--- config.mk ---
export PLATFORM = sky130hd
export DESIGN_NAME = pulse_width_frame_transmitter
export DESIGN_NICKNAME = d
export VERILOG_FILES = /design/src/design/pwft_pkg.sv /design/src/design/pwft_buffer.sv /design/src/design/pulse_width_frame_transmitter.sv
export VERILOG_INCLUDE_DIRS = /design/src /design/src/design
export SDC_FILE = /design/constraint.sdc
export NUM_CORES = 1
export LEC_CHECK = 0
export BUFFER_PORTS_ARGS = -buffer_cell sky130_fd_sc_hd__buf_2
export CAP_MARGIN = 15
export CORE_UTILIZATION = 30
export DETAILED_ROUTE_END_ITERATION = 10
export GPL_TIMING_DRIVEN = 0
export PLACE_DENSITY = 0.5
export RECOVER_POWER = 50
export REMOVE_ABC_BUFFERS = 1
export SLEW_MARGIN = 10
export SYNTH_ARGS = -nofsm -noshare
export SYNTH_HDL_FRONTEND = slang
export SYNTH_SLANG_ARGS = --single-unit
--- constraint.sdc ---
create_clock -name aclk -period 4.1 [get_ports aclk]
set_clock_uncertainty 0.2 [all_clocks]
set_input_delay 0.41 -clock aclk [delete_from_list [all_inputs] [get_ports aclk]]
set_output_delay 0.41 -clock aclk [all_outputs]
set_load 0.005 [all_outputs]
--- src/design/assert_macros.svh ---
// Assertion macros shared by the design files.
`ifndef ASSERT_MACROS_SVH
`define ASSERT_MACROS_SVH

// Check a property on every clock edge outside reset.
`define ASSERT_ALWAYS(lbl, clk, rstn, prop, msg) \
    lbl: assert property (@(posedge clk) disable iff (!(rstn)) (prop)) else $error(msg);

// Check that a condition leads to a consequence on the next edge.
`define ASSERT_NEXT(lbl, clk, rstn, ante, cons, msg) \
    lbl: assert property (@(posedge clk) disable iff (!(rstn)) (ante) |=> (cons)) \
        else $error(msg);

`endif

--- src/design/pwft_pkg.sv ---
// Shared constants and types of the pulse width frame transmitter.
`default_nettype none

package pwft_pkg;

    // Buffer geometry
    localparam int BUFFER_BYTES = 32;
    localparam int BUF_AW       = (BUFFER_BYTES > 1) ? $clog2(BUFFER_BYTES) : 1;
    localparam int CNT_W        = $clog2(BUFFER_BYTES + 1);
    localparam int POS_W        = $clog2(BUFFER_BYTES + 2);

    // Timing
    localparam int          UNIT_W     = 16;
    localparam int          BIT_W      = UNIT_W + 1;
    localparam int          INTV_W     = UNIT_W + 2;
    localparam logic [15:0] UNIT_RESET = 16'd427;

    // Request codes carried in the input sideband
    typedef enum logic [1:0] {
        ACT_TICK  = 2'd0,
        ACT_STORE = 2'd1,
        ACT_SEND  = 2'd2
    } action_t;

    // Control from the sequencer to the byte buffer
    typedef struct packed {
        logic       wr_en;
        logic [7:0] wr_data;
        logic       clear;
    } buf_ctrl_t;

    // Status from the byte buffer
    typedef struct packed {
        logic [CNT_W-1:0] count;
        logic [7:0]       sum;
        logic             full;
        logic [7:0]       rd_data;
    } buf_stat_t;

endpackage

`default_nettype wire

--- src/design/pwft_buffer.sv ---
// Frame byte buffer with fill count, running sum and registered read port.
`default_nettype none

module pwft_buffer
    import pwft_pkg::*;
(
    input  wire logic             aclk,
    input  wire logic             aresetn,
    input  wire buf_ctrl_t        ctrl,
    input  wire logic [POS_W-1:0] rd_pos,
    output buf_stat_t             stat
);

    logic [7:0]       mem [BUFFER_BYTES];
    logic [CNT_W-1:0] count_reg;
    logic [7:0]       sum_reg;
    logic [7:0]       rd_data_reg;
    logic [BUF_AW-1:0] rd_addr;

    // Hold an in-range address; past the end the data is never used
    assign rd_addr = (rd_pos < POS_W'(BUFFER_BYTES)) ? rd_pos[BUF_AW-1:0] : '0;

    // Append bytes at the fill count
    always_ff @(posedge aclk) begin
        if (ctrl.wr_en) begin
            mem[count_reg[BUF_AW-1:0]] <= ctrl.wr_data;
        end
        rd_data_reg <= mem[rd_addr];
    end

    // Track fill count and byte sum; drop both when a frame completes
    always_ff @(posedge aclk) begin
        if (!aresetn || ctrl.clear) begin
            count_reg <= '0;
            sum_reg   <= '0;
        end else if (ctrl.wr_en) begin
            count_reg <= count_reg + CNT_W'(1);
            sum_reg   <= sum_reg + ctrl.wr_data;
        end
    end

    assign stat.count   = count_reg;
    assign stat.sum     = sum_reg;
    assign stat.full    = (count_reg == CNT_W'(BUFFER_BYTES));
    assign stat.rd_data = rd_data_reg;

endmodule

`default_nettype wire

--- src/design/pulse_width_frame_transmitter.sv ---
// Pulse width frame transmitter: sequencer, output register and assertions.
// Takes one beat per clock: tick (tuser 0), store byte (tuser 1) or send (tuser 2),
// and returns one result beat for each in the cycle after acceptance, carrying
// the line level, whether the request was taken and whether a frame is busy.
// Every beat is handled combinationally between the state registers and
// the result register, so s_tready stays high unless a result waits on a
// stalled m_tready. A frame is 3 units of high line, a 2-unit start interval,
// then checksum and data bytes MSB first, 1 unit per zero and 1.5 per one,
// each interval closed by a toggle; time advances only on tick beats. The
// next buffered byte is prefetched by the buffer's registered read port,
// which has at least eight ticks to settle before it is needed.
`default_nettype none
`include "assert_macros.svh"

module pulse_width_frame_transmitter
    import pwft_pkg::*;
(
    input  wire logic              aclk,
    input  wire logic              aresetn,
    // configuration: unit_ticks
    input  wire logic              cfg_wr_en,
    input  wire logic [UNIT_W-1:0] cfg_wr_data,
    // request stream
    input  wire logic              s_tvalid,
    output logic                   s_tready,
    input  wire logic [7:0]        s_tdata,   // [7:0] data_byte
    input  wire logic [1:0]        s_tuser,   // [1:0] action
    // result stream
    output logic                   m_tvalid,
    input  wire logic              m_tready,
    output logic [7:0]             m_tdata    // [0] line_level, [1] accepted,
                                              // [2] busy_res, [7:3] zero
);

    typedef enum logic [1:0] {
        PH_IDLE    = 2'd0,
        PH_SILENCE = 2'd1,
        PH_START   = 2'd2,
        PH_BITS    = 2'd3
    } phase_t;

    phase_t              phase_reg, phase_next;
    logic [UNIT_W-1:0]   unit_reg;
    logic [POS_W-1:0]    byte_pos_reg, byte_pos_next;
    logic [2:0]          bit_pos_reg, bit_pos_next;
    logic [INTV_W-1:0]   intv_reg, intv_next;
    logic [7:0]          shift_reg, shift_next;
    logic                line_reg, line_next;
    logic                acc;
    logic                in_fire;
    logic                m_valid_reg;
    logic [2:0]          m_data_reg;
    buf_ctrl_t           bctrl;
    buf_stat_t           bstat;
    logic [7:0]          checksum;
    logic [BIT_W-1:0]    zero_ticks;
    logic [BIT_W-1:0]    one_ticks;
    logic [POS_W-1:0]    byte_pos_inc;

    pwft_buffer u_buffer (
        .aclk    (aclk),
        .aresetn (aresetn),
        .ctrl    (bctrl),
        .rd_pos  (byte_pos_reg),
        .stat    (bstat)
    );

    assign s_tready = !m_valid_reg || m_tready;
    assign in_fire  = s_tvalid && s_tready;
    assign m_tvalid = m_valid_reg;
    assign m_tdata  = {5'd0, m_data_reg};

    assign checksum     = 8'd0 - bstat.sum;
    assign zero_ticks   = {1'b0, unit_reg};
    assign one_ticks    = {1'b0, unit_reg} + {2'b00, unit_reg[UNIT_W-1:1]};
    assign byte_pos_inc = byte_pos_reg + POS_W'(1);

    // Work out the next state for one accepted beat
    always_comb begin
        phase_next    = phase_reg;
        byte_pos_next = byte_pos_reg;
        bit_pos_next  = bit_pos_reg;
        intv_next     = intv_reg;
        shift_next    = shift_reg;
        line_next     = line_reg;
        acc           = 1'b0;
        bctrl.wr_en   = 1'b0;
        bctrl.wr_data = s_tdata;
        bctrl.clear   = 1'b0;

        if (in_fire) begin
            case (s_tuser)
                ACT_TICK: begin
                    if (phase_reg != PH_IDLE) begin
                        if (intv_reg > INTV_W'(1)) begin
                            intv_next = intv_reg - INTV_W'(1);
                        end else begin
                            // close the interval with a toggle
                            line_next = !line_reg;
                            case (phase_reg)
                                PH_SILENCE: begin
                                    phase_next = PH_START;
                                    intv_next  = {1'b0, unit_reg, 1'b0};
                                end
                                PH_START: begin
                                    phase_next    = PH_BITS;
                                    byte_pos_next = '0;
                                    bit_pos_next  = '0;
                                    shift_next    = checksum;
                                    intv_next     = INTV_W'(checksum[7] ? one_ticks
                                                                        : zero_ticks);
                                end
                                default: begin
                                    bit_pos_next = bit_pos_reg + 3'd1;
                                    if (bit_pos_reg == 3'd7) begin
                                        byte_pos_next = byte_pos_inc;
                                        if (byte_pos_inc > POS_W'(bstat.count)) begin
                                            // frame done: release line and buffer
                                            phase_next    = PH_IDLE;
                                            byte_pos_next = '0;
                                            bit_pos_next  = '0;
                                            intv_next     = '0;
                                            line_next     = 1'b1;
                                            bctrl.clear   = 1'b1;
                                        end else begin
                                            shift_next = bstat.rd_data;
                                            intv_next  = INTV_W'(bstat.rd_data[7]
                                                                 ? one_ticks : zero_ticks);
                                        end
                                    end else begin
                                        shift_next = {shift_reg[6:0], 1'b0};
                                        intv_next  = INTV_W'(shift_reg[6] ? one_ticks
                                                                          : zero_ticks);
                                    end
                                end
                            endcase
                        end
                    end
                end
                ACT_STORE: begin
                    if (phase_reg == PH_IDLE && !bstat.full) begin
                        bctrl.wr_en = 1'b1;
                        acc         = 1'b1;
                    end
                end
                ACT_SEND: begin
                    if (phase_reg == PH_IDLE) begin
                        phase_next    = PH_SILENCE;
                        byte_pos_next = '0;
                        bit_pos_next  = '0;
                        intv_next     = {1'b0, unit_reg, 1'b0} + {2'b00, unit_reg};
                        acc           = 1'b1;
                    end
                end
                default: begin
                    acc = 1'b0;
                end
            endcase
        end
    end

    // Hold sequencer state and the result register
    always_ff @(posedge aclk) begin
        if (!aresetn) begin
            phase_reg    <= PH_IDLE;
            byte_pos_reg <= '0;
            bit_pos_reg  <= '0;
            intv_reg     <= '0;
            line_reg     <= 1'b1;
            unit_reg     <= UNIT_RESET;
            m_valid_reg  <= 1'b0;
        end else begin
            phase_reg    <= phase_next;
            byte_pos_reg <= byte_pos_next;
            bit_pos_reg  <= bit_pos_next;
            intv_reg     <= intv_next;
            line_reg     <= line_next;
            if (cfg_wr_en) begin
                unit_reg <= cfg_wr_data;
            end
            if (in_fire) begin
                m_valid_reg <= 1'b1;
            end else if (m_tready) begin
                m_valid_reg <= 1'b0;
            end
        end
    end

    // Payload registers need no reset
    always_ff @(posedge aclk) begin
        shift_reg <= shift_next;
        if (in_fire) begin
            m_data_reg <= {(phase_next != PH_IDLE), acc, line_next};
        end
    end

    `ASSERT_ALWAYS(a_idle_line_high, aclk, aresetn, (phase_reg != PH_IDLE) || line_reg, "line low while idle")
    `ASSERT_ALWAYS(a_bitpos_outside_bits, aclk, aresetn, (phase_reg == PH_BITS) || (bit_pos_reg == 3'd0), "bit position moved outside bit phase")
    `ASSERT_NEXT(a_send_starts_frame, aclk, aresetn, in_fire && (s_tuser == ACT_SEND) && (phase_reg == PH_IDLE), (phase_reg == PH_SILENCE) && m_tvalid && m_tdata[2], "send request did not start frame")

endmodule

`default_nettype wire

==> summary.md <==
| Metric | Value |
|---|---|
| Vias | 10700 |
| Sequential share of the synthesized area | 58.6% |
| Hold_ws | 0.191 ns |
| Arrival time worst endpoint | 4.10 ns |
| Post-DP Area | 16900 um2 |
| Slew HR | -16.0% |
| Comb pwr share | 9.6% |
| Main area contributors after synthesis | edfxtp_1 (50%), dfxtp_1 (8.6%), mux4_2 (4.5%) |
| Worst hold path class | in -> reg |
| Ys async rst share | 0% |
| Fin crit share | 94.6% |
| Grt met2 use | 24.9% |
| Pwr Density | 431 nW/um2 |
| GRT overflow | 0 |
| Setup-failing EPs final | 0 |
| Final hold violation count | 0 |
| Post-Syn Instances | 1315 |
| Failing checks | max-capacitance violations, max-slew violations |
| Worst setup endpoint | intv_reg[13] |
| Initial DRC count | 678 |
| Syn. warnings | 0 |
| Vias per cell | 5.18 |
| Slowest stage cell, crit path | dfxtp_4 |
| FF-to-FF End | intv_reg[13] |
| Post-Synth Simple-Gate Area | 9.84% |
| Post-Synth Adder-Cell Area | 3.85% |
| Post-synthesis mux area share | 9.10% |
| Crit-path leading delay family | compound AO/OA/AOI/OAI gates |
| Area leader, netlist | edfxtp_1 |
| Sw Pwr | 0.00195 W |
| Flops & latches, synth | 335 |
| Setup crit end kind | register |
| Area share of xor/xnor cells in the synthesized design | 2.41% |
| PortBufs | 35 |
| FF-to-FF setup slack | 0.22 ns |
| EDFF count, synth | 266 |
| CTS Root Cell | clkbuf_16 |
| DRC Markers | 0 |
| Most Used Layer, Global Route | met2 |
| CORE AREA | 52700 um2 |
| DIE AREA | 54200 um2 |
| Max FFs per register | 256 |
| Synth Flop Type | edfxtp_1 |
| CTS Sinks | 335 |
| Startpoint types | register |
| Worst EP required | 4.32 ns |
| RSZ-0062 raised after global routing | false |
| Clk buf depth | 3 |
| Row cnt | 84 |
| Max VDD drop | 0.303 mV |
| Vias in the first global route | 10400 |
| Half-perimeter wire length after placement | 26500 um |
| Biggest cell delay along the critical path | 0.58 ns |
| Crit-path cells | ha_2 > nand3_1 > xnor2_1 > ha_1 > nand4_1 > o21bai_1 > a311oi_4 > nor2_2 > o21ai_1 > o21ai_0 > o311ai_0 > a21oi_1 |
| Met1 Track Usage GR | 20.5% |
| Total of max-cap violations | 8 |
| Switching Share | 24.6% |
| Period minus WS final | 3.88 ns |
| Crit path from | byte_pos_reg[0] |
| P_leak | 6.04 nW |
| Die X | 233 um |
| Final ANT Viol Nets | 0 |
| Bufs and invs on worst path | 0 |
| First drt pass iteration count | 5 |
| Outcome | finished, violations left |
| Worst Reg-to-Reg Cells | 12 |
| Initial antenna violation count | 0 |
| Ports | 41 |
| Post-Syn Area per Cell | 12.2 um2 |
| Fmax | 258 MHz |
| TritonCTS clock tree | built |
| Starting Density | 30.4% |
| Worst-path clk slew | 0.06 ns |
| Share of cells above drive strength 1 | 11.4% |
| Die Ht | 233 um |
| Worst-Skew Late Latency | 0.55 ns |
| Design area | 18400 um2 |
| NumNets Final | 1422 |
| Area Growth Syn to Fin | 14.9% |
| H-tree depth | 2 |
| Critical path depth | 12 |
| Setup CP Type | reg -> reg |
| Synth Area in Compound Gates | 13.3% |
| Pint | 0.00597 W |
| Fillers | 5112 |
| Clock Power Share | 43.0% |
| TritonCTS buffer count | 38 |
| Final wirelength | 40800 um |
| Largest family of logic cells by synthesized area | compound AO/OA/AOI/OAI gates |
| Slew @ Worst Pin | 1.74 ns |
| Largest net degree at the start of global routing | 39 |
| Antenna diodes | 0 |
| Avg WL per Cell | 19.8 um |
| Share of the synthesized area in the top cell type | 49.9% |
| GRT Util Overall | 15.3% |
| R2R Path Start | byte_pos_reg[0] |
| RePlAce Congestion | 0.824 |
| Sequential power share | 47.4% |
| Post-synth cell types | 79 |
| Pins Over Slew Limit | 239 |
| Netlist Area Pre-Place | 16000 um2 |
| First-pass GRT wire length | 63100 um |
| Critical path peak fanout | 32 |
| Met3 global-route usage | 2.87% |
==> Yosys cell counts (all sizes together) (3+ instances only) <==
cell type	count
o221ai	5
a211o	4
nand2	105
o21bai	6
or4	4
nand3	56
mux2i	69
a2111oi	4
a31oi	15
nand2b	11
edfxtp	266
a221o	3
o31ai	4
o211ai	27
a221oi	17
a21oi	50
ha	46
a21o	13
inv	31
buf	17
and3	3
o21a	4
mux4	32
o2111ai	3
a211oi	10
xor2	17
nor2b	4
a22oi	8
o21ai	133
o22ai	5
nor4	7
or3	4
nand4	4
xnor2	27
or2	3
nand3b	3
o41ai	3
dfxtp	69
mux2	4
nor2	105
nor3	20
clkbuf	64
==> layout by cell type (no fill, tap or decap), types with 8 or more instances in the layout <==
cell type | synthesis | final
clkbuf_16 | 0 | 38
a31oi_1 | 15 | 15
nor3_1 | 18 | 18
o211ai_1 | 27 | 27
mux4_2 | 32 | 32
buf_2 | 0 | 20
inv_1 | 30 | 30
nand2_1 | 104 | 104
nand3_1 | 55 | 55
a22oi_1 | 8 | 8
dlygate4sd3_1 | 0 | 18
nor2_1 | 103 | 102
a221oi_1 | 16 | 15
mux2i_1 | 69 | 69
edfxtp_1 | 266 | 266
nand2b_1 | 11 | 8
clkbuf_1 | 64 | 24
xor2_1 | 17 | 17
a21oi_1 | 50 | 50
xnor2_1 | 27 | 27
a211oi_1 | 10 | 10
ha_1 | 46 | 45
o21ai_0 | 131 | 130
dfxtp_1 | 69 | 68
a21o_1 | 13 | 13
==> worst min-delay path, stage by stage <==
cell and delay [ns]:
buf_2 0.26, mux2i_1 0.18, nand2_1 0.06
==> layer usage <==
metal | part of all wire (%) | vias to the layer above
met3 | 4.1 | 68
met4 | 2.6 | 0
met1 | 46 | 5308
met5 | 0 | -
met2 | 47 | 240
li1 | - | 5060
==> power groups by stage <==
stage                     combinational (W)  sequential (W)  clock, W
after CTS                          0.000760         0.00375   0.00350
final                              0.000761         0.00375   0.00340
after detailed placement           0.000740         0.00382         0
after global placement             0.000736         0.00382         0
after global routing               0.000835         0.00375   0.00365
after floorplan                    0.000509         0.00380         0
==> logic make-up after synthesis <==
logic type | Yosys count
mux | 105
xor+xnor | 44
fa+ha+maj | 48
simple gates | 336
buf+inv | 113
compound gates | 333
flops | 335
other cells | 1
==> how the worst min path moves through the flow <==
stage                            from          end  depth (start not counted)
after detailed placement  intv_reg[3]  intv_reg[3]                          2
final                       cfg_wr_en  unit_reg[3]                          3
after global placement    intv_reg[3]  intv_reg[3]                          2
after CTS                     aresetn  unit_reg[3]                          2
after floorplan           intv_reg[3]  intv_reg[3]                          2
after global routing        cfg_wr_en  unit_reg[7]                          3
==> timing repair <==
action / in CTS / in global routing
hold endpoints to repair: 17 / 0
gates resized for setup: 8 / 2
pin swaps: 0 / 3
setup buffers: 0 / 4
endpoints found under the setup margin: 35 / 20
hold buffers: 18 / 0
==> metrics by stage <==
stage | setup WS (ns) | cells | TNS (ns) | power (W) | utilization [%]
after floorplan | -1.07 | 1238 | -8.53 | 0.00431 | -
final | 0.220 | 2060 | 0 | 0.00791 | 34.9
after CTS | 0.0689 | 2056 | 0 | 0.00801 | 34.9
after global routing | 0.00756 | 2060 | 0 | 0.00824 | 34.9
after detailed placement | -0.904 | 1969 | -14.79 | 0.00456 | 32.1
after global placement | -4.11 | 1961 | -101.21 | 0.00456 | 31.7
==> cell type report <==
| cell class | instances | area [um2] | share of cell area, % |
|---|---|---|---|
| Sequential cell | 335 | 9370 | 51.0 |
| Clock inverter | 22 | 239 | 1.30 |
| Clock buffer | 47 | 995 | 5.41 |
| Timing Repair Buffer | 65 | 536 | 2.91 |
| Tap cell | 688 | 861 | 4.68 |
| Multi-Input combinational cell | 871 | 6250 | 34.0 |
| Inverter | 32 | 120 | 0.654 |
Note: power is estimated with default switching activity, not from simulation.
